===== src/hw/rtl/rfb_pkg.sv =====
// shared types, codes and helpers of the rgb332 frame store engine
// no dependencies; used by every rtl file of the block but the ram
`default_nettype none

package rfb_pkg;

  // default store geometry
  localparam int MAX_WIDTH_DEF  = 512;
  localparam int MAX_HEIGHT_DEF = 512;

  // field widths
  localparam int CMD_W   = 2;
  localparam int POS_W   = 12;
  localparam int COORD_W = 10;
  localparam int BOX_W   = 9;
  localparam int OFF_W   = 9;
  localparam int BYTE_W  = 8;
  localparam int RGB_W   = 24;
  localparam int PROD_W  = 2 * COORD_W;

  // configuration port
  localparam int CFG_ADDR_W = 4;
  localparam int CFG_DATA_W = 32;
  localparam int REG_IDX_W  = 2;

  localparam logic [REG_IDX_W-1:0] REG_WIDTH  = 2'd0;
  localparam logic [REG_IDX_W-1:0] REG_HEIGHT = 2'd1;
  localparam logic [REG_IDX_W-1:0] REG_OFFSET = 2'd2;

  localparam logic [COORD_W-1:0] RESET_WIDTH  = 10'd480;
  localparam logic [COORD_W-1:0] RESET_HEIGHT = 10'd320;
  localparam logic [OFF_W-1:0]   RESET_OFFSET = 9'd0;

  // command codes
  localparam logic [CMD_W-1:0] CMD_FILL    = 2'd0;
  localparam logic [CMD_W-1:0] CMD_WRITE   = 2'd1;
  localparam logic [CMD_W-1:0] CMD_READ    = 2'd2;
  localparam logic [CMD_W-1:0] CMD_COLLECT = 2'd3;

  // rgb332 expansion masks
  localparam logic [BYTE_W-1:0] RED_MASK   = 8'b11100000;
  localparam logic [BYTE_W-1:0] GREEN_MASK = 8'b00011100;

  // queue between front and back
  localparam int QUEUE_DEPTH = 2;

  typedef struct packed {
    logic [CMD_W-1:0]        cmd;
    logic signed [POS_W-1:0] x_first;
    logic signed [POS_W-1:0] y_first;
    logic signed [POS_W-1:0] x_second;
    logic signed [POS_W-1:0] y_second;
    logic [RGB_W-1:0]        fill_colour;
    logic [BYTE_W-1:0]       pixel_byte;
  } rfb_in_t;

  typedef struct packed {
    logic [BYTE_W-1:0] read_byte;
    logic [BYTE_W-1:0] red_out;
    logic [BYTE_W-1:0] green_out;
    logic [BYTE_W-1:0] blue_out;
    logic              box_valid;
    logic [BOX_W-1:0]  box_x_low;
    logic [BOX_W-1:0]  box_y_low;
    logic [BOX_W-1:0]  box_x_high;
    logic [BOX_W-1:0]  box_y_high;
    logic              dropped;
  } rfb_out_t;

  // classified command as it sits in the queue
  typedef struct packed {
    logic [CMD_W-1:0]   cmd;
    logic [COORD_W-1:0] x_lo;
    logic [COORD_W-1:0] y_lo;
    logic [COORD_W-1:0] x_hi;
    logic [COORD_W-1:0] y_hi;
    logic [BYTE_W-1:0]  data;
    logic               dropped;
  } rfb_op_t;

  // clamp a signed coordinate into 0 .. hi
  function automatic logic [COORD_W-1:0] clamp_coord(input logic signed [POS_W-1:0] v,
                                                     input logic [COORD_W-1:0] hi);
    logic signed [POS_W:0] hi_s;
    hi_s = $signed({{(POS_W + 1 - COORD_W){1'b0}}, hi});
    if (v[POS_W-1]) return '0;
    else if ($signed({v[POS_W-1], v}) > hi_s) return hi;
    else return v[COORD_W-1:0];
  endfunction

  // size register as it acts: zero reads as one, capped at the store limit
  function automatic logic [COORD_W-1:0] eff_size(input logic [COORD_W-1:0] v,
                                                  input int unsigned lim);
    if (v == '0) return COORD_W'(1);
    else if (int'(v) > lim) return COORD_W'(lim);
    else return v;
  endfunction

endpackage

`default_nettype wire


===== src/hw/rtl/rfb_front.sv =====
// front end: takes input beats and classifies them into queue entries
// depends on rfb_pkg
`default_nettype none

module rfb_front (
  input  wire logic                           in_valid,
  output logic                                in_ready,
  input  wire rfb_pkg::rfb_in_t               in_data,
  input  wire logic [rfb_pkg::COORD_W-1:0]    eff_w,
  input  wire logic [rfb_pkg::COORD_W-1:0]    eff_h,
  input  wire logic                           cfg_busy,
  input  wire logic                           q_full,
  output logic                                q_push,
  output rfb_pkg::rfb_op_t                    q_data
);

  logic [rfb_pkg::COORD_W-1:0] w_max, h_max;
  logic signed [rfb_pkg::POS_W-1:0] x_lo_raw, x_hi_raw, y_lo_raw, y_hi_raw;
  logic [rfb_pkg::COORD_W-1:0] x_pix, y_pix;
  logic x_in, y_in;

  assign w_max = eff_w - 1'b1;
  assign h_max = eff_h - 1'b1;

  // order the fill corners
  always_comb begin
    if ($signed(in_data.x_second) <= $signed(in_data.x_first)) begin
      x_lo_raw = in_data.x_second;
      x_hi_raw = in_data.x_first;
    end else begin
      x_lo_raw = in_data.x_first;
      x_hi_raw = in_data.x_second;
    end
    if ($signed(in_data.y_second) <= $signed(in_data.y_first)) begin
      y_lo_raw = in_data.y_second;
      y_hi_raw = in_data.y_first;
    end else begin
      y_lo_raw = in_data.y_first;
      y_hi_raw = in_data.y_second;
    end
  end

  assign x_pix = rfb_pkg::clamp_coord(in_data.x_first, w_max);
  assign y_pix = rfb_pkg::clamp_coord(in_data.y_first, h_max);

  // on-screen test for pixel writes
  assign x_in = !in_data.x_first[rfb_pkg::POS_W-1] &&
                (in_data.x_first[rfb_pkg::POS_W-2:0] < (rfb_pkg::POS_W-1)'(eff_w));
  assign y_in = !in_data.y_first[rfb_pkg::POS_W-1] &&
                (in_data.y_first[rfb_pkg::POS_W-2:0] < (rfb_pkg::POS_W-1)'(eff_h));

  always_comb begin
    q_data     = '0;
    q_data.cmd = in_data.cmd;
    unique case (in_data.cmd)
      rfb_pkg::CMD_FILL: begin
        q_data.x_lo = rfb_pkg::clamp_coord(x_lo_raw, w_max);
        q_data.x_hi = rfb_pkg::clamp_coord(x_hi_raw, w_max);
        q_data.y_lo = rfb_pkg::clamp_coord(y_lo_raw, h_max);
        q_data.y_hi = rfb_pkg::clamp_coord(y_hi_raw, h_max);
        // rgb888 reduced to rgb332
        q_data.data = {in_data.fill_colour[23:21], in_data.fill_colour[15:13],
                       in_data.fill_colour[7:6]};
      end
      rfb_pkg::CMD_WRITE: begin
        q_data.x_lo    = x_pix;
        q_data.x_hi    = x_pix;
        q_data.y_lo    = y_pix;
        q_data.y_hi    = y_pix;
        q_data.data    = in_data.pixel_byte;
        q_data.dropped = !(x_in && y_in);
      end
      rfb_pkg::CMD_READ: begin
        q_data.x_lo = x_pix;
        q_data.x_hi = x_pix;
        q_data.y_lo = y_pix;
        q_data.y_hi = y_pix;
      end
      rfb_pkg::CMD_COLLECT: begin
        q_data.dropped = 1'b0;
      end
    endcase
  end

  assign in_ready = !q_full && !cfg_busy;
  assign q_push   = in_valid && in_ready;

endmodule

`default_nettype wire


===== config.mk =====
export PLATFORM = sky130hd
export DESIGN_NAME = rfb_front
export DESIGN_NICKNAME = d
export VERILOG_FILES = /design/src/hw/rtl/rfb_pkg.sv /design/src/hw/rtl/rfb_front.sv
export SDC_FILE = /design/constraint.sdc
export NUM_CORES = 1
export LEC_CHECK = 0
export BUFFER_PORTS_ARGS = -buffer_cell sky130_fd_sc_hd__buf_4
export CORE_MARGIN = 5
export CORE_UTILIZATION = 40
export DETAILED_ROUTE_END_ITERATION = 8
export PLACE_DENSITY = 0.73
export SLEW_MARGIN = 20
export SYNTH_ARGS = -nofsm -noshare
export SYNTH_HDL_FRONTEND = slang
export SYNTH_SLANG_ARGS = --single-unit

===== constraint.sdc =====
create_clock -name vclk -period 5.5
set_input_delay 0.275 -clock vclk [all_inputs]
set_output_delay 0.275 -clock vclk [all_outputs]
set_load 0.1 [all_outputs]

==> flow_summary.ini, run 1 <==
[status]
status = finished, final reports clean

[routing]
drt_wl_total_mm = 17.2
num_vias = 5553
avgViaCountPerCell = 6.04
drc = 0
ant_nets = 0
post_drt_wl_per_cell_um = 18.7
first_pass_iters = 5
drtIter0Drc = 454

[timing]
min_period_ps = 5180
finalMaxSlewViolations = 0
hold_slack_ps = 884
clock.fmax_ghz = 0.193
slew_headroom = 0.394
fin_ws_ps = 316
worst_pin_slew_ps = 906
finalCritPeriodShare = 0.943
rsz0062_at_grt = false
setup_violations = 0
tns_ps = 0
hold_viol = 0

[yosys]
ys_seq_area_frac = 0
synth-simple-area-share = 0.187
synth_compound_area_frac = 0.246
ys_types = 63
synth.net_count = 856
muxShareOfSynthArea = 0.166
synthesis.area_um2 = 4720
synth_xor_area_frac = 0.0297
synth-adder-area-share = 0.289
synth_top_family_by_area = adder cells
synthCells = 642
synth.yosys.warnings = 0
syn_avg_cell_area_um2 = 7.35

[power]
p_switching_mw = 0.670
switching_share = 0.652
pwr-share-seq = 0
power_density_nw_per_um2 = 167
p_leak_nw = 3.05
p_int_mw = 0.358
clock_power_share = 0
p_comb_frac = 1.000
power_mw = 1.03
vdd_ir_drop_max_uv = 158

[layout]
clkbuf_count = 0
area_growth_pct = 30.8
antenna_cells = 0
fin_util = 0.536
drive_gt1_frac = 0.250
seqCellArea_um2 = 0
finalNonFillerCells = 920
final_area_um2 = 6170
nNetsFinal = 993
nFlopsAndLatches = 0

[worst_setup_path]
critPathKind = primary input to primary output
worstPathRequired_ps = 5220
cp_max_fo = 18
arrival_ps = 4910
crit_path_end_kind = primary output
start_kind = primary input

[die]
coreArea_um2 = 11500
num_rows = 39
die_y_um = 119
dieArea_um2 = 14100
die_w_um = 119
start_util = 0.410
ios = 158

[placed_design]
numPortBuffers = 142
place_inst = 920
dpl_cell_area_um2 = 6160
routabilityCongestion = 0.985
dp_hpwl_mm = 14.6
dp_slack_ps = 302

[grt]
grt_pass1_wl_mm = 27.1
antenna_found_initial = 0
grt_pass1_vias = 5611
globalRoute.totalOverflow = 0
grt_max_degree = 21
track_usage = 0.225

[run]
cap_viol_max_count = 0

[min_path]
min_path_type = primary input to primary output
-- path summary, 6_finish.rpt --
kind,from,end,slack [ps],depth (start not counted)
max,in_data[66],q_data[35],320,21
min,q_full,in_ready,880,3
-- power groups by stage --
stage,sequential [mW],clock [mW],combinational [mW]
4_1_cts,0,0,1.02
2_1_floorplan,0,0,0.737
3_5_place_dp,0,0,1.01
6_report,0,0,1.03
3_3_place_gp,0,0,0.988
5_1_grt,0,0,1.10
-- cells in the mapped netlist (all sizes together), types with 2 or more instances --
master  number  area, um2
a211oi       8       60.1
a21boi       2       15.0
a21o         9       67.6
a21oi       28        155
a221o        3       30.0
a221oi       2       17.5
a22o         8       70.1
a31o         2       17.5
a31oi        3       18.8
and2         4       25.0
and3         5       31.3
buf         13       72.6
clkbuf      11       41.3
ha         109       1360
inv         73        274
mux2        30        342
mux2i       44        444
nand2       36        135
nand2b       7       43.8
nand3       23        115
nand4       14       87.6
nor2        45        169
nor2b       11       68.8
nor3        16       91.3
nor4         3       18.8
o211ai       9       67.6
o21a         9       67.6
o21ai       33        165
o21bai       2       15.0
o22ai       25        156
o31a         3       26.3
o31ai        6       50.1
o32a         2       20.0
o32ai       10       87.6
or2          3       18.8
or3          2       12.5
xnor2       15        131
-- cell type report --
| class | instances | area [um2] |
|---|---|---|
| timing repair buffer | 159 | 1210 |
| tap | 143 | 179 |
| fill | 1074 | 5340 |
| inverter | 73 | 274 |
| multi-input combinational | 545 | 4520 |
-- cells by family (layout without fill, tap and decap cells) --
family	after synthesis	count (layout)
AOI/OAI and AO/OA	170	170
xor gates and xnor gates	16	16
adders and majority gates	109	109
buffers and inverters	97	232
muxes	74	74
and+or+nand+nor	176	176
-- critical path, cell delays in order --
cell     delay [ps]
buf_4           150
inv_1            50
ha_1            300
and4_1          270
nand4_1         160
a21oi_2         250
nor3_4          110
a21oi_4         200
buf_4           270
mux2_1          400
ha_1            330
nand4_1          90
o32a_1          330
o31a_1          130
or2_1           230
and2_1          180
mux2i_2         230
buf_4           220
nor2_1           70
o32ai_4         280
buf_4           350
-- routing by layer --
| metal | wire length (um) | vias up | track usage |
|---|---|---|---|
| met5 | 0 | - | 0 |
| met4 | 468 | 0 | 0.0615 |
| met3 | 1320 | 46 | 0.0301 |
| met2 | 7960 | 257 | 0.395 |
| met1 | 7460 | 2582 | 0.289 |
| li1 | - | 2668 | - |
-- cells in the final DEF, fill, tap and decap left out, drive strengths merged, types with 23 or more instances in the layout --
cell / count
buf: 159
ha: 109
inv: 73
nor2: 45
mux2i: 44
nand2: 36
o21ai: 33
mux2: 30
a21oi: 28
o22ai: 25
nand3: 23
-- what timing repair did --
item / CTS / global route
hold buffers: 0 / 0
buffers inserted: 0 / 0
endpoints found under the setup margin: 0 / 10
gates resized for setup: 0 / 4
Power figures use the tool's default switching activity.
==> inputs of run 2 (changes only) <==
Settings changed: BUFFER_PORTS_ARGS -buffer_cell sky130_fd_sc_hd__buf_4 to not set, DONT_BUFFER_PORTS set to 1, PLACE_DENSITY 0.73 to 0.6.
==> run 2 against run 1 <==
Critical path depth shrank 1. Global-route usage is 0.44 points higher. Highest routed layer unchanged. Final cell count shrank 11%. Total power up 0.56%. Sequential share of layout area stayed put. Worst setup slack gained 72 ps. Via count is 9.4% lower. Largest cell class unchanged.
==> flow_summary.ini, run 2 (synthesis gave the netlist of run 1 again) <==
[status]
status = finished, final reports clean

[worst_setup_path]
path_depth = 20
path_buf_inv = 4
slowest_delay_ps = 340
crit_path_end_kind = primary output
path_cells = inv_1 > ha_1 > a21o_1 > a221o_1 > a21o_1 > nor3_4 > a21oi_4 > buf_4 > mux2_1 > ha_1 > a211oi_1 > o21ai_1 > o31a_1 > or2_1 > nor2b_1 > mux2i_2 > buf_4 > nor2_1 > o32ai_4 > buf_12
crit_path_top_delay_cell = or2_1
cp_max_fo = 6
worstPathRequired_ps = 5220
arrival_ps = 4840
path_delay_family = compound AO/OA/AOI/OAI gates
start_kind = primary input
crit_path_end = q_data[37]
critPathKind = primary input to primary output
cp-startpoint = in_data[61]

[layout]
layout_commonest_cell = ha_1
seqCellArea_um2 = 0
nFlopsAndLatches = 0
antenna_cells = 0
final_cell_mix = 109 x ha_1, 73 x inv_1, 44 x nor2_1, 43 x mux2i_1, 37 x buf_12
drive_gt1_frac = 0.173
clkbuf_count = 0
fin_util = 0.526
area_growth_pct = 28.2
nNetsFinal = 892

[die]
coreArea_um2 = 11500
start_util = 0.410
num_rows = 39
die_w_um = 119
ios = 158
die_y_um = 119
dieArea_um2 = 14100

[grt]
gr-usage-met3 = 0.0425
grt_use_met1 = 0.298
track_usage = 0.230
antenna_found_initial = 0
globalRoute.totalOverflow = 0
grt_pass1_wl_mm = 27.1
grt_max_degree = 22
grt_pass1_vias = 5212
grt_busiest_layer = met2
use_met2 = 0.399

[power]
power_density_nw_per_um2 = 171
vdd_ir_drop_max_uv = 108
p_leak_nw = 2.74
power_mw = 1.03

[routing]
num_vias = 5030
drtIter0Drc = 282
drc = 0
post_drt_wl_per_cell_um = 20.5
first_pass_iters = 5
avgViaCountPerCell = 6.14
ant_nets = 0
drt_wl_total_mm = 16.8

[placed_design]
routabilityCongestion = 0.960
dp_hpwl_mm = 14.5
numPortBuffers = 0

[timing]
clock.fmax_ghz = 0.196
min_period_ps = 5110
finalCritPeriodShare = 0.929
worst_pin_slew_ps = 1090
hold_viol = 0
tns_ps = 0
setup_violations = 0
rsz0062_at_grt = false
finalMaxSlewViolations = 0
slew_headroom = 0.275

[min_path]
hp-start = in_data[80]
min_path_type = primary input to primary output

[run]
cap_viol_max_count = 0
[run 2: changes by cell type in the layout (fill, tap and decap cells not counted), sizes merged]
cell  delta
buf    -101
[run 2: per-stage QoR]
| stage | setup slack (ps) | hold WS (ps) | instances | cell area (um2) |
|---|---|---|---|---|
| 2_1_floorplan | -658 | 762 | 642 | 4890 |
| 3_3_place_gp | 480 | 551 | 815 | 6000 |
| 3_5_place_dp | 389 | 551 | 815 | 6010 |
| 4_1_cts | 368 | 551 | 815 | 6010 |
| 5_1_grt | 153 | 550 | 819 | 6050 |
| 6_report | 388 | 550 | 819 | 6050 |
[run 2: power by group]
part           leakage, nW  switching (mW)  internal [mW]
clock network            0               0              0
registers                0               0              0
logic                 2.74           0.648          0.386
total                 2.74           0.648          0.386
[run 2: what timing repair did]
item	4_1_cts	5_1_grt
buffers inserted	0	4
endpoints found under the setup margin	0	2
resized for setup	0	0
hold buffers	0	0
[run 2: cell type report]
cell class | count | area (um2)
fillers | 1080 | 5460
inverters | 73 | 274
multi-input cells | 545 | 4700
well taps | 143 | 179
repair buffers | 58 | 898
[run 2: worst min-delay path by stage]
stage                 endpoint  slack [ps]  cells past startpoint
floorplan           q_data[49]         760                      1
global placement    q_data[49]         550                      0
detailed placement  q_data[49]         550                      0
CTS                 q_data[49]         550                      0
global route        q_data[49]         550                      0
finish              q_data[49]         550                      0
[run 2: routing by layer]
metal / vias up / routed length, um
met3: 23 / 1200
li1: 2470 / -
met1: 2363 / 7360
met4: 0 / 282
met5: - / 0
met2: 174 / 7940
==> inputs of run 3 (changes only) <==
Settings changed: SETUP_SLACK_MARGIN set to 0.4.
Clock period 5.5 ns to 5 ns, I/O delays scaled along.
==> run 3 against run 2 <==
Combinational power up 31%. Routed wire length up 14%. Hold slack worse by 49 ps. Count of clock-buffer cells in the layout unchanged. Critical path depth up 2. Highest routed layer unchanged. Critical path type unchanged. Sequential share of layout area unchanged. Worst setup slack worse by 61 ps. Die area unchanged. Cell area up 15%. Final cell count up 3.9%. Sequential cell count unchanged. Largest cell class unchanged.
==> flow_summary.ini, run 3 (synthesis gave the netlist of run 1 again) <==
[status]
status = finished, final reports clean

[die]
num_rows = 39
coreArea_um2 = 11500
ios = 158
die_w_um = 119
die_y_um = 119
start_util = 0.410
dieArea_um2 = 14100

[routing]
drc = 0
drt_wl_total_mm = 19.1
ant_nets = 0
avgViaCountPerCell = 6.45
num_vias = 5486
drtIter0Drc = 497
post_drt_wl_per_cell_um = 22.4
first_pass_iters = 5

[clocking]
hold_buffers = 0

[grt]
antenna_found_initial = 0
grt_max_degree = 21
globalRoute.totalOverflow = 0
grt_pass1_wl_mm = 29.2
grt_pass1_vias = 5521
track_usage = 0.250

[placed_design]
place_inst = 821
dpl_cell_area_um2 = 6270
dp_hpwl_mm = 15.5
dp_slack_ps = 188
numPortBuffers = 0
routabilityCongestion = 0.958

[power]
power_mw = 1.35
p_leak_nw = 3.02
vdd_ir_drop_max_uv = 95.0
power_density_nw_per_um2 = 195

[layout]
finalNonFillerCells = 851
seqCellArea_um2 = 0
fin_util = 0.602
antenna_cells = 0
drive_gt1_frac = 0.308
clkbuf_count = 0
final_cell_mix = 92 x ha_1, 69 x inv_1, 41 x buf_12, 40 x mux2i_1, 39 x buf_4
nFlopsAndLatches = 0
area_growth_pct = 47.0
nNetsFinal = 924
layout_commonest_cell = ha_1
final_area_um2 = 6940

[timing]
finalCritPeriodShare = 0.935
hold_slack_ps = 501
setup_violations = 0
hold_viol = 0
finalMaxSlewViolations = 0
rsz0062_at_grt = true
clock.fmax_ghz = 0.214
tns_ps = 0
worst_pin_slew_ps = 1140
fin_ws_ps = 327
min_period_ps = 4670
slew_headroom = 0.235

[run]
cap_viol_max_count = 0

[min_path]
min_path_type = primary input to primary output
hold_path_end = q_data[49]
whs_path_depth = 0
hp-start = in_data[80]

[worst_setup_path]
worstPathRequired_ps = 4750
cp_max_fo = 7
arrival_ps = 4420
start_kind = primary input
critPathKind = primary input to primary output
slowest_delay_ps = 400
path_cells = clkinvlp_4 > ha_4 > and4_4 > nand4_1 > a21oi_2 > nor3_4 > a21oi_4 > buf_6 > buf_12 > buf_4 > mux2_1 > ha_1 > nand4_1 > o32a_1 > nor2_2 > a21oi_4 > nand2_1 > mux2i_2 > buf_4 > a221o_1 > o22ai_4 > buf_12
crit_path_top_delay_cell = o32a_1
crit_path_end_kind = primary output
[run 3: final cells by class]
type	count	area, um2
Tap cell	143	179
Inverter	73	293
Timing Repair Buffer	89	1260
Fill cell	972	4580
Multi-Input combinational cell	546	5210
[run 3: worst max path at each step]
stage                startpoint          to  slack (ps)  depth (start not counted)
floorplan           in_data[62]  q_data[31]        -110                         20
global placement    in_data[62]  q_data[29]         290                         19
detailed placement  in_data[79]  q_data[39]         190                         18
CTS                 in_data[67]  q_data[17]         370                         23
global route        in_data[67]   q_data[9]         200                         22
finish              in_data[67]  q_data[11]         330                         22
[run 3: metal layers]
layer | global-route usage | up-vias | wire length [um]
met1 | 0.328 | 2567 | 7870
li1 | - | 2540 | -
met2 | 0.424 | 315 | 8870
met3 | 0.0478 | 64 | 1800
met5 | 0 | - | 0
met4 | 0.0601 | 0 | 557
[run 3: repair_timing]
action                     CTS  global route
pin swaps                    9            40
buffers inserted            10            16
cloned                       2             2
gates resized for setup     20            59
setup endpoints to repair   28            40
[run 3: where the power goes]
part	total (mW)	switching, mW	internal (mW)
Sequential	0	0	0
Combinational	1.35	0.797	0.556
Clock	0	0	0
[run 3: worst max-delay path, delay by kind of cell]
kind / cells / cell delay (ps)
AND/OR/NAND/NOR: 6 / 840
multiplexers: 2 / 450
AO/OA/AOI/OAI: 6 / 1390
adder cells (fa/ha/maj): 2 / 630
buffers and inverters: 6 / 840
