[src/hw/rtl/rfb_pkg.sv]
// shared types, codes and helpers of the rgb332 frame store engine
// no dependencies; used by every rtl file of the block but the ram
`default_nettype none

package rfb_pkg;

  // default store geometry
  localparam int MAX_WIDTH_DEF  = 512;
  localparam int MAX_HEIGHT_DEF = 512;

  // field widths
  localparam int CMD_W   = 2;
  localparam int POS_W   = 12;
  localparam int COORD_W = 10;
  localparam int BOX_W   = 9;
  localparam int OFF_W   = 9;
  localparam int BYTE_W  = 8;
  localparam int RGB_W   = 24;
  localparam int PROD_W  = 2 * COORD_W;

  // configuration port
  localparam int CFG_ADDR_W = 4;
  localparam int CFG_DATA_W = 32;
  localparam int REG_IDX_W  = 2;

  localparam logic [REG_IDX_W-1:0] REG_WIDTH  = 2'd0;
  localparam logic [REG_IDX_W-1:0] REG_HEIGHT = 2'd1;
  localparam logic [REG_IDX_W-1:0] REG_OFFSET = 2'd2;

  localparam logic [COORD_W-1:0] RESET_WIDTH  = 10'd480;
  localparam logic [COORD_W-1:0] RESET_HEIGHT = 10'd320;
  localparam logic [OFF_W-1:0]   RESET_OFFSET = 9'd0;

  // command codes
  localparam logic [CMD_W-1:0] CMD_FILL    = 2'd0;
  localparam logic [CMD_W-1:0] CMD_WRITE   = 2'd1;
  localparam logic [CMD_W-1:0] CMD_READ    = 2'd2;
  localparam logic [CMD_W-1:0] CMD_COLLECT = 2'd3;

  // rgb332 expansion masks
  localparam logic [BYTE_W-1:0] RED_MASK   = 8'b11100000;
  localparam logic [BYTE_W-1:0] GREEN_MASK = 8'b00011100;

  // queue between front and back
  localparam int QUEUE_DEPTH = 2;

  typedef struct packed {
    logic [CMD_W-1:0]        cmd;
    logic signed [POS_W-1:0] x_first;
    logic signed [POS_W-1:0] y_first;
    logic signed [POS_W-1:0] x_second;
    logic signed [POS_W-1:0] y_second;
    logic [RGB_W-1:0]        fill_colour;
    logic [BYTE_W-1:0]       pixel_byte;
  } rfb_in_t;

  typedef struct packed {
    logic [BYTE_W-1:0] read_byte;
    logic [BYTE_W-1:0] red_out;
    logic [BYTE_W-1:0] green_out;
    logic [BYTE_W-1:0] blue_out;
    logic              box_valid;
    logic [BOX_W-1:0]  box_x_low;
    logic [BOX_W-1:0]  box_y_low;
    logic [BOX_W-1:0]  box_x_high;
    logic [BOX_W-1:0]  box_y_high;
    logic              dropped;
  } rfb_out_t;

  // classified command as it sits in the queue
  typedef struct packed {
    logic [CMD_W-1:0]   cmd;
    logic [COORD_W-1:0] x_lo;
    logic [COORD_W-1:0] y_lo;
    logic [COORD_W-1:0] x_hi;
    logic [COORD_W-1:0] y_hi;
    logic [BYTE_W-1:0]  data;
    logic               dropped;
  } rfb_op_t;

  // clamp a signed coordinate into 0 .. hi
  function automatic logic [COORD_W-1:0] clamp_coord(input logic signed [POS_W-1:0] v,
                                                     input logic [COORD_W-1:0] hi);
    logic signed [POS_W:0] hi_s;
    hi_s = $signed({{(POS_W + 1 - COORD_W){1'b0}}, hi});
    if (v[POS_W-1]) return '0;
    else if ($signed({v[POS_W-1], v}) > hi_s) return hi;
    else return v[COORD_W-1:0];
  endfunction

  // size register as it acts: zero reads as one, capped at the store limit
  function automatic logic [COORD_W-1:0] eff_size(input logic [COORD_W-1:0] v,
                                                  input int unsigned lim);
    if (v == '0) return COORD_W'(1);
    else if (int'(v) > lim) return COORD_W'(lim);
    else return v;
  endfunction

endpackage

`default_nettype wire

[src/hw/rtl/rfb_queue.sv]
// short queue of classified commands between front and back
// depends on rfb_pkg
`default_nettype none

module rfb_queue #(
  parameter int DEPTH = rfb_pkg::QUEUE_DEPTH
) (
  input  wire logic              clk,
  input  wire logic              rst_n,
  input  wire logic              push,
  input  wire rfb_pkg::rfb_op_t  push_data,
  output logic                   full,
  input  wire logic              pop,
  output rfb_pkg::rfb_op_t       pop_data,
  output logic                   empty
);

  localparam int PW = $clog2(DEPTH);
  localparam int CW = $clog2(DEPTH + 1);

  rfb_pkg::rfb_op_t slot_r [DEPTH];
  logic [PW-1:0] wr_ptr_r, rd_ptr_r;
  logic [CW-1:0] count_r;

  assign full     = (count_r == CW'(DEPTH));
  assign empty    = (count_r == '0);
  assign pop_data = slot_r[rd_ptr_r];

  always_ff @(posedge clk) begin
    if (push) begin
      slot_r[wr_ptr_r] <= push_data;
    end
  end

  always_ff @(posedge clk) begin
    if (!rst_n) begin
      wr_ptr_r <= '0;
      rd_ptr_r <= '0;
      count_r  <= '0;
    end else begin
      if (push) begin
        wr_ptr_r <= (wr_ptr_r == PW'(DEPTH - 1)) ? '0 : wr_ptr_r + 1'b1;
      end
      if (pop) begin
        rd_ptr_r <= (rd_ptr_r == PW'(DEPTH - 1)) ? '0 : rd_ptr_r + 1'b1;
      end
      if (push && !pop) begin
        count_r <= count_r + 1'b1;
      end else if (pop && !push) begin
        count_r <= count_r - 1'b1;
      end
    end
  end

`ifndef ASSERT_OFF
  a_no_overflow: assert property (@(posedge clk) disable iff (!rst_n)
    push |-> !full)
    else $error("push into a full queue");
`endif

endmodule

`default_nettype wire

[config.mk]
export PLATFORM = sky130hd
export DESIGN_NAME = rfb_queue
export DESIGN_NICKNAME = d
export VERILOG_FILES = /design/src/hw/rtl/rfb_pkg.sv /design/src/hw/rtl/rfb_queue.sv
export SDC_FILE = /design/constraint.sdc
export NUM_CORES = 1
export LEC_CHECK = 0
export BUFFER_PORTS_ARGS = -buffer_cell sky130_fd_sc_hd__buf_2
export CORE_ASPECT_RATIO = 0.6
export CORE_UTILIZATION = 50
export DETAILED_ROUTE_END_ITERATION = 8
export PLACE_DENSITY = 0.77
export SYNTH_ARGS = -nofsm -noshare
export SYNTH_HDL_FRONTEND = slang
export SYNTH_SLANG_ARGS = --single-unit
[constraint.sdc]
create_clock -name clk -period 5.5 [get_ports clk]
set_input_delay 1.1 -clock clk [delete_from_list [all_inputs] [get_ports clk]]
set_output_delay 1.1 -clock clk [all_outputs]
set_load 0.05 [all_outputs]
==> results.md, run 1 <==
Synth:
- The cell area after technology mapping is 3890 um2.
- The netlist uses 17 different library cells.
- In the synthesized netlist, the number of instances is about 180.
- A synthesized cell averages about 22 um2.
- The warning count from the yosys run is 0.
- The number of register bits inferred by synthesis is approximately 110.
- The share of the Yosys chip area taken by registers is 81.2%.
- The number of nets handed over by synthesis was around 240.

Final layout:
- The area growth from synthesis to layout is 24.9%.
- After routing the design area is around 5000 um2.
- At the end of the flow, the number of nets in the layout was ~350.
- Leaving out fill and tap cells, the most frequent cells in the layout are 107 x sky130_fd_sc_hd__buf_2, 102 x sky130_fd_sc_hd__edfxtp_1, 51 x sky130_fd_sc_hd__mux2_2.
- Summing all multi-input logic gate instances after layout gives approximately 700 um2.
- The register area is about 3200 um2.
- 0 antenna diodes ended up in the layout.
- The library cell used most frequently in the layout, excluding fill and tap cells, is sky130_fd_sc_hd__buf_2.
- Of the cells placed in the final design, the portion with a size suffix greater than 1 is about three fifths.
- The filler cells instantiated in the layout total 542.

STA:
- Between clock sinks in the finished design, the worst skew comes to 0.00253 ns.
- The portion of the clock cycle consumed by the worst path in the final layout is between 50% and 60%.
- Headroom to the max-slew limit came out at 46.9%.
- Setup repair after global routing left no endpoint under its margin.
- The total negative slack is 0 ns.
- The worst slack on hold paths is 0.513 ns.
- The max-slew violation count is 0.
- The slew of the pin with the lowest slew margin is 0.795 ns.
- Based on the critical path, the design can be clocked at up to approximately 310 MHz.
- The number of setup violations in the final report is 0.
- The final number of hold-violating endpoints is 0.
- The shortest period the worst path allows is around 3.2 ns.
- In the post-route analysis, the smallest setup slack over all paths is between 2 and 2.5 ns.

Critical path:
- In this design, the stage delay of the slowest critical-path cell is 0.72 ns.
- The number of buffers and inverters on the critical path is 2.
- The critical-path maximum fanout is 26.
- Data on the critical path is required at its endpoint by ~4.4 ns.
- The critical path class is reg2out.
- In this run the critical register-to-register path is launched from wr_ptr_r$_SDFFE_PN0P_.
- The worst register-to-register path ends at slot_r[0][24]$_DFFE_PP_.
- The element type at the critical path end is a primary output.
- Walking the worst path, the cells encountered are buf_4 > mux2_2 > buf_2.
- The cell depth of the worst flop-to-flop path is 2.
- The critical path's top delay family is flip-flops.
- The flop-to-flop setup slack is 3.72 ns.
- STA classifies the critical path startpoint as a register.
- For the worst setup path, the data arrival time is around 2.1 ns.
- The library cell contributing the largest single delay on the critical path is sky130_fd_sc_hd__dfxtp_2.

Place:
- The final RePlAce weighted congestion is 0.689.
- Prior to clock tree synthesis, the placed netlist has a worst setup slack of roughly 2.6 ns.
- The number of I/O port buffers is 107.
- The placed instances occupy a cell area of 4550 um2.
- Once detailed placement completed, the half-perimeter wirelength came to 4220 um.

Detailed routing:
- The first detailed-routing pass took 4 iterations.
- After detailed routing, the average wire length per cell comes to 15.9 um.
- For this run, design rule violations remaining after detail routing come to 0.
- Once detail routing completed, the nets flagged for antenna violations numbered 0.
- For this block, the routed nets add up to between 6000 and 7000 um of wire.
- The number of vias in the routed layout is ~1,900.
- Dividing the detail-routed via count by the number of cells gives approximately 4.8.
- After the first detailed-routing iteration, the DRC count stood at ~130.

Worst hold path:
- The number of stages on the worst hold path is 2.
- The hold-critical path endpoint is count_r[1]$_SDFFE_PN0P_.
- The path class of the tightest hold or removal check is reg2reg.
- The worst hold path begins at count_r[1]$_SDFFE_PN0P_.

Die:
- The floorplan has 24 rows.
- The count of pins on the block boundary is about 110.
- The horizontal die dimension is 116 um.
- The die covers around 8200 um2.
- The area of the placeable core is between 7000 and 8000 um2.
- For this configuration, the core starts out at a cell density of about 53%.
- In this run the vertical extent of the chip is roughly 70 um.

Pwr:
- The power per standard cell area is 393 nW/um2.
- In this run the static leakage power is roughly 1.8 nW.
- The maximum resistive drop on vdd is 237 uV.

CTS:
- The clock transition at the registers of the reported paths is roughly 0.060 ns.
- The clock root buffer is sky130_fd_sc_hd__clkbuf_16.
- The clock tree from TritonCTS is built.
- The post-cts resize count is 0.
- Hold repair after CTS inserted 0 buffers.
- The tree built by TritonCTS fans out to 107 sinks.
- The number of buffers between clock root and the deepest sink is 2.
- The post-CTS setup buffer count is 0.
- The number of clock buffers added by TritonCTS is 9.
- For the worst-skew pair, the clock arrives at the later sink with an insertion delay of ~0.34 ns.
- The clock tree synthesis step divided the H-tree into 3 levels.

Global routing:
- The first-pass GRT wire length is 9800 um.
- The number of antenna violations at the first check in global routing is 0.
- The maximum number of pins on one net before global-route repair is 52.
- The overall routing resource usage is 17.2%.
- The via count of the first global-routing pass was a little under 2,000.
- The aggregate global routing overflow is 0.

Flow run:
- Max-cap violations in this run came to 0.

Run status:
- The flow ran to the end, and the final reports show no timing, DRC or antenna violations.
-- how the worst max path moves through the flow --
| stage | from | to | slack, ns | cells after the start |
|---|---|---|---|---|
| after floorplan | push | slot_r[0][0]$_DFFE_PP_ | 1.64 | 1 |
| after global placement | register | pop_data[37] | 2.59 | 3 |
| after detailed placement | register | pop_data[31] | 2.60 | 3 |
| after CTS | register | pop_data[31] | 2.21 | 3 |
| after global routing | register | pop_data[31] | 2.13 | 3 |
| final | register | pop_data[31] | 2.26 | 3 |
-- routing by layer --
layer	track usage, %	up-vias	routed length, um
met3	8.68	9	661
met5	0	-	0
met2	25.1	77	2920
li1	-	935	-
met1	20.8	921	2720
met4	9.40	0	127
-- tightest hold or removal path, stage by stage (launching register included) --
cell                       delay, ns
sky130_fd_sc_hd__dfxtp_1        0.33
sky130_fd_sc_hd__o21ai_0        0.08
sky130_fd_sc_hd__a21boi_1       0.06
-- state kept, by name, indices dropped and copies added, names as in the netlist, named ones only --
| name | flops |
|---|---|
| slot_r | 102 |
| count_r | 2 |
| rd_ptr_r | 1 |
| wr_ptr_r | 1 |
-- power by group --
| group | switching, mW | internal (mW) |
|---|---|---|
| registers | 0.0182 | 0.941 |
| logic | 0.211 | 0.0886 |
| clock network | 0.258 | 0.394 |
| total | 0.487 | 1.42 |
-- cell type report --
cell class / instances / share of cell area, %
well taps: 104 / 2.68
clock buffers: 10 / 4.71
multi-input cells: 67 / 14.4
clock inverters: 6 / 1.65
flip-flops and latches: 107 / 65.1
inverters: 1 / 0.0772
repair buffers: 110 / 11.5
-- cell usage after synthesis --
master                     instances  area [um2]
sky130_fd_sc_hd__o21a_1            1        7.51
sky130_fd_sc_hd__a21boi_1          1        7.51
sky130_fd_sc_hd__dfxtp_1           5         100
sky130_fd_sc_hd__and2_1            4        25.0
sky130_fd_sc_hd__and2b_2           1        8.76
sky130_fd_sc_hd__or3_1             1        6.26
sky130_fd_sc_hd__ha_1              1        12.5
sky130_fd_sc_hd__nor2b_1           2        12.5
sky130_fd_sc_hd__xor2_1            2        17.5
sky130_fd_sc_hd__nor2_1            1        3.75
sky130_fd_sc_hd__buf_4             3        22.5
sky130_fd_sc_hd__buf_2             3        15.0
sky130_fd_sc_hd__xnor2_1           1        8.76
sky130_fd_sc_hd__mux2_2           51         574
sky130_fd_sc_hd__edfxtp_1        102        3060
sky130_fd_sc_hd__inv_1             1        3.75
sky130_fd_sc_hd__o21ai_0           1        5.00
-- logic make-up after synthesis --
family                   after synthesis  share of synthesized area [%]
AND/OR/NAND/NOR                        9                           1.45
buffers and inverters                  7                           1.06
AO/OA/AOI/OAI                          3                          0.514
adder cells (fa/ha/maj)                1                          0.321
XOR/XNOR                               3                          0.675
multiplexers                          51                           14.7
flip-flops                           107                           81.2
-- metrics by stage --
step,std cells,util (%),power [mW]
detailed placement,389,61.7,1.28
CTS,405,65.8,1.93
global route,405,65.8,1.98
floorplan,181,-,1.20
finish,405,65.8,1.91
global placement,389,61.7,1.27
Power figures use the tool's default switching activity.
==> run 2, diff against run 1 <==
Clock period 5.5 ns to 3.38 ns, I/O delays scaled along.
==> results.md, run 2 (synthesized netlist as in run 1, its figures left out) <==
Die:
- In this run the vertical extent of the chip is ~70 um.
- The effective utilization at floorplan is a little over half.
- The floorplan step set the die width to 116 um.
- The floorplan step defined a die boundary enclosing approximately 8200 um2.
- The placement row count is 24.
- The area of the placeable core is roughly 7400 um2.
- Pin placement for this block handled 108 I/O pins.

Place:
- Buffers placed on the I/O ports in this run total 107.
- Summed over all nets, the half-perimeter wirelength after detailed placement is approximately 4200 um.
- Routability-driven placement finished with a final weighted congestion of around 0.68.
- Once placement completed, the tool counted placed cells totaling 389.

STA:
- The max-slew violation count was 0.
- The total negative slack is 0 ns.
- The worst pin sits at a relative slew slack of about half.
- The number of setup violations in the final report is 0.
- The final number of hold-violating endpoints came to 0.
- Of the available clock period, the critical path in the final layout requires 77.5%.
- The slew of the pin with the lowest slew margin is 0.724 ns.
- The maximum clock skew at final layout is 0.00393 ns.
- The shortest period the worst path allows is 2.62 ns.
- Setup repair after global routing left no endpoint under its margin.
- Based on the critical path, the design can be clocked at up to 382 MHz.

Final layout:
- From synthesis to final layout, the design area changed by 24.9%.
- The register area is 3160 um2.
- The register with the most flip-flops in the layout has about 100 of them.
- In the final layout, the share of cells above drive strength 1 is between 50% and 60%.
- The count of non-filler cells in the finished layout is 405.
- The leading cell type in the layout, fill and taps excluded is sky130_fd_sc_hd__buf_2.
- The repair_antennas step left the layout with diodes totalling 0.
- Leaving out fill and tap cells, the most frequent cells in the layout are 107 x sky130_fd_sc_hd__buf_2, 102 x sky130_fd_sc_hd__edfxtp_1, 51 x sky130_fd_sc_hd__mux2_2.
- The total number of nets in the final design is between 300 and 400.
- The layout has 520 filler cells.
- The largest registers in the layout are slot_r (102), count_r (2).
- The area taken by multi-input logic gates is approximately 700 um2.
- slot_r holds more flip-flops than any other register.

CTS:
- Buffers inserted to repair hold after CTS numbered 0.
- For the worst-skew pair, the clock arrives at the later sink with an insertion delay of 0.34 ns.
- CTS built an H-tree with a depth of 3.
- The clock sink count is 107.
- The total clock buffers created by CTS is 9.
- TritonCTS built the clock tree.
- Counting along the longest clock path gives a buffer depth of 2.
- The post-CTS setup buffer count is 0.
- After clock tree synthesis, the clock-pin slew on the worst setup and hold paths is approximately 0.060 ns.
- The post-cts resize count is 0.
- The clock root buffer is sky130_fd_sc_hd__clkbuf_16.

Detailed routing:
- The routed design has around 6500 um of wire.
- The number of vias in the routed layout is between 1,500 and 2,000.
- The first routing iteration left 93 violations.
- The count of nets left with antenna violations after detail routing is 0.
- In the routed design, unresolved DRC markers number 0.
- Using the TritonRoute via totals, the vias-per-cell ratio works out to 4.90.
- Dividing the detail-routed wire length by the instance count gives ~16 um.
- The number of detailed-route iterations in the first pass is 6.

Critical path:
- By startpoint and endpoint, the worst setup path is classified as reg2out.
- STA classifies the critical path endpoint as a primary output.
- In this run the worst path has a maximum fanout of 29.
- The startpoint type of the worst setup path is a register.
- The critical path data arrival time is just under 2 ns.
- The required time reported for the critical path endpoint is roughly 2.7 ns.

Global routing:
- The overall routing resource usage is roughly 17%.
- The maximum number of pins on one net before global-route repair is 42.
- The via count of the first global-routing pass came to slightly below 2,000.
- The aggregate global routing overflow is 0.
- The first global-routing pass estimated 9700 um of wire.
- The number of antenna violations at the first check in global routing is 0.

Run status:
- The run finished with clean final reports.

Pwr:
- The leakage component of the power is between 1.5 and 2 nW.
- The maximum resistive drop on vdd is roughly 400 uV.
- Dividing total power by cell area gives a power density of between 600 and 700 nW/um2.

Flow run:
- Max-cap violations in this run came to 0.

Worst hold path:
- The worst min-delay path category is reg2reg.
==> run 2: final timing paths <==
path / startpoint / end / slack (ns) / depth (start not counted)
hold / removal: count_r[1]$_SDFFE_PN0P_ / count_r[1]$_SDFFE_PN0P_ / 0.50 / 2
setup reg to reg: wr_ptr_r$_SDFFE_PN0P_ / slot_r[1][32]$_DFFE_PP_ / 1.73 / 2
setup / recovery: register / pop_data[50] / 0.76 / 3
hold reg to reg: count_r[1]$_SDFFE_PN0P_ / count_r[1]$_SDFFE_PN0P_ / 0.50 / 2
==> run 2: through the flow <==
stage | total power [mW] | utilization (%) | hold slack, ns | instance area, um2 | worst slack, ns
global placement | 2.08 | 62.0 | 0.481 | 4580 | 1.12
global route | 3.12 | 65.9 | 0.505 | 4860 | 0.677
floorplan | 1.96 | - | 0.466 | 3900 | 0.912
detailed placement | 2.09 | 62.0 | 0.495 | 4580 | 1.12
CTS | 3.06 | 65.9 | 0.503 | 4860 | 0.738
finish | 3.03 | 65.9 | 0.505 | 4860 | 0.760
==> run 2: cell type report <==
class / count / area share (%)
clock inverter: 1 / 0.154
tap: 104 / 2.67
timing repair buffer: 110 / 12.0
inverter: 1 / 0.0772
multi-input combinational: 67 / 14.4
sequential: 107 / 65.0
clock buffer: 15 / 5.71
==> run 2: report_power, final <==
| part | internal, mW | total (mW) | leakage [nW] | switching [mW] |
|---|---|---|---|---|
| Clock | 0.560 | 0.969 | 0.136 | 0.408 |
| Combinational | 0.150 | 0.497 | 0.699 | 0.347 |
| Sequential | 1.53 | 1.56 | 0.999 | 0.0294 |
==> run 2: routing by layer <==
metal  wire length, um  track usage [%]  vias up
met4                76             8.12        0
met1              2850             21.1      954
met2              2950             24.8       89
li1                  -                -      933
met3               618             8.16        7
met5                 0                0        -
==> run 2: worst max-delay path: stages, from the launching register on <==
cell,delay [ns]
sky130_fd_sc_hd__dfxtp_2,0.72
sky130_fd_sc_hd__buf_12,0.28
sky130_fd_sc_hd__mux2_2,0.37
sky130_fd_sc_hd__buf_2,0.22
==> run 3, diff against run 2 <==
Clock period 3.38 ns to 2.6 ns, I/O delays scaled along.
==> results.md, run 3 (synthesized netlist as in run 1, its figures left out) <==
Run status:
- The run finished with clean final reports.

STA:
- The worst slack on hold paths is ~0.37 ns.
- The maximum clock skew at final layout is around 0.0035 ns.
- In this run the tightest slew margin relative to its limit is between 70% and 80%.
- Setup repair after global routing left no endpoint under its margin.
- For this run, the top clock speed supported by timing is around 470 MHz.
- For the final routed database, the setup TNS stands at 0 ns.
- The max-slew violation count is 0.
- After layout, the worst path uses around 82% of the clock period.
- The slew of the pin with the lowest slew margin is about 0.4 ns.
- The shortest period the worst path allows is between 2 and 2.5 ns.
- The number of setup violations in the final report is 0.
- The final number of hold-violating endpoints is 0.

Pwr:
- For this design the ratio of total power to cell area is between 700 and 800 nW/um2.
- The leakage component of the power is 1.83 nW.
- The worst-case IR drop observed on VDD is between 400 and 500 uV.

CTS:
- For this design, the CTS-stage hold fixing added 0 buffers.
- Counting the buffers created by CTS gives 9.
- The H-tree was split into 3 levels.
- The worst-skew pair later-pin latency is ~0.33 ns.
- The post-cts resize count is 0.
- The clock tree from TritonCTS is built.
- The clock sink count is approximately 110.
- The clock passes through at most 2 buffers.
- Clock tree synthesis selected as its root buffer the cell sky130_fd_sc_hd__clkbuf_16.
- Post-CTS timing repair inserted 0 buffers for setup.
- The clock transition at the registers of the reported paths is 0.06 ns.

Final layout:
- The utilization of the core after routing is 65.5%.
- The count of antenna diodes in the layout is 0.
- The count of filler cells inserted in the layout is between 500 and 600.
- In the final layout, the share of cells above drive strength 1 is between 50% and 60%.
- Excluding fillers, the count of instances in the completed layout stands at slightly above 400.
- The area growth from synthesis to layout is 24.2%.
- The register with the most flip-flops in the layout has between 100 and 150 of them.
- In the layout the commonest cells are 107 x sky130_fd_sc_hd__buf_2, 102 x sky130_fd_sc_hd__edfxtp_1, 51 x sky130_fd_sc_hd__mux2_2.
- The net count of the finished layout is around 350.
- The area of all placed cells without fillers is 4840 um2.
- The largest registers in the layout are slot_r (102), count_r (2).
- The register with the most flip-flops is slot_r.
- The leading cell type in the layout, fill and taps excluded is sky130_fd_sc_hd__buf_2.

Die:
- approximately 110 I/O pins were placed.
- The area enclosed by the die boundary is 8160 um2.
- The die is 116 um wide.
- The placement row count is 24.
- Once the floorplan was initialized, standard cells occupied a little over half of the core.
- The area of the placeable core is 7390 um2.
- The vertical extent of the die is 70.4 um.

Critical path:
- In this run the critical register-to-register path is launched from wr_ptr_r$_SDFFE_PN0P_.
- The critical path class is reg2out.
- The flop-to-flop setup slack is between 1 and 1.5 ns.
- The required time reported for the critical path endpoint is 2.08 ns.
- The worst setup path is launched from a register.
- The critical path data arrival time is 1.62 ns.
- The element type at the critical path end is a primary output.
- The critical-path maximum fanout is 28.

Detailed routing:
- The wire length per cell is 14.8 um.
- The per-cell via count in the routed design is about 4.8.
- For this run, the detailed router's first-pass iteration total came to 4.
- The count of nets left with antenna violations after detail routing is 0.
- The routed layout has approximately 2,000 vias.
- The count of unresolved DRC violations after routing is 0.
- The wire length after detailed routing is between 6000 and 7000 um.
- For this block, the initial DRC count from the detailed router was about 100.

Place:
- The number of placed instances with taps included is about 400.
- The final RePlAce weighted congestion is between 0.6 and 0.7.
- The HPWL after detailed placement is between 3000 and 4000 um.
- The instance area after placement is 4580 um2.
- Port buffering added ~110 buffers.

Global routing:
- The via count of the first global-routing pass is about 2,000.
- The first-pass GRT wire length is 9360 um.
- The number of antenna violations at the first check in global routing is 0.
- In the global route stage, overall resource usage came out at between 15 and 20%.
- The aggregate global routing overflow is 0.
- The maximum number of pins on one net before global-route repair is 53.

Worst hold path:
- The startpoint identified for the worst hold timing path is push_data[35].
- In this run the worst hold path is classified as in2reg.

Flow run:
- The number of maximum-capacitance constraint violations is 0.
==> run 3: worst max-delay path: stages (launching register included) <==
cell and delay (ns):
sky130_fd_sc_hd__dfxtp_2 0.32, sky130_fd_sc_hd__buf_4 0.33, sky130_fd_sc_hd__mux2_2 0.40, sky130_fd_sc_hd__buf_2 0.21
==> run 3: worst paths after layout <==
check | cells after the start | endpoint
max | 3 | pop_data[0]
max reg2reg | 2 | slot_r[1][7]$_DFFE_PP_
min reg2reg | 2 | count_r[1]$_SDFFE_PN0P_
min | 1 | slot_r[1][35]$_DFFE_PP_
==> run 3: final cells by class <==
type	count	area (um2)	share of cell area (%)
Clock inverter	4	17.5	0.362
Sequential cell	107	3160	65.4
Multi-Input combinational cell	67	698	14.4
Clock buffer	12	236	4.89
Timing Repair Buffer	112	586	12.1
Inverter	1	3.75	0.0776
Tap cell	104	130	2.69
==> run 3: per-stage QoR <==
stage,power [mW],setup slack (ns)
after floorplan,2.54,0.288
after global placement,2.70,0.826
after detailed placement,2.71,0.819
after CTS,3.86,0.448
after global routing,3.94,0.396
final,3.82,0.462
==> run 3: routing by layer <==
layer | vias up | global-route usage [%] | part of all wire, %
met5 | - | 0 | 0
met4 | 0 | 6.41 | 1.4
met3 | 10 | 8.68 | 11
met2 | 72 | 24.1 | 45
met1 | 940 | 19.6 | 43
li1 | 938 | - | -
==> run 3: report_power, final <==
part           internal [mW]  leakage, nW  switching (mW)
registers               1.99        0.999          0.0226
logic                  0.193        0.705           0.461
clock network          0.639        0.125           0.514
total                   2.82         1.83           0.997
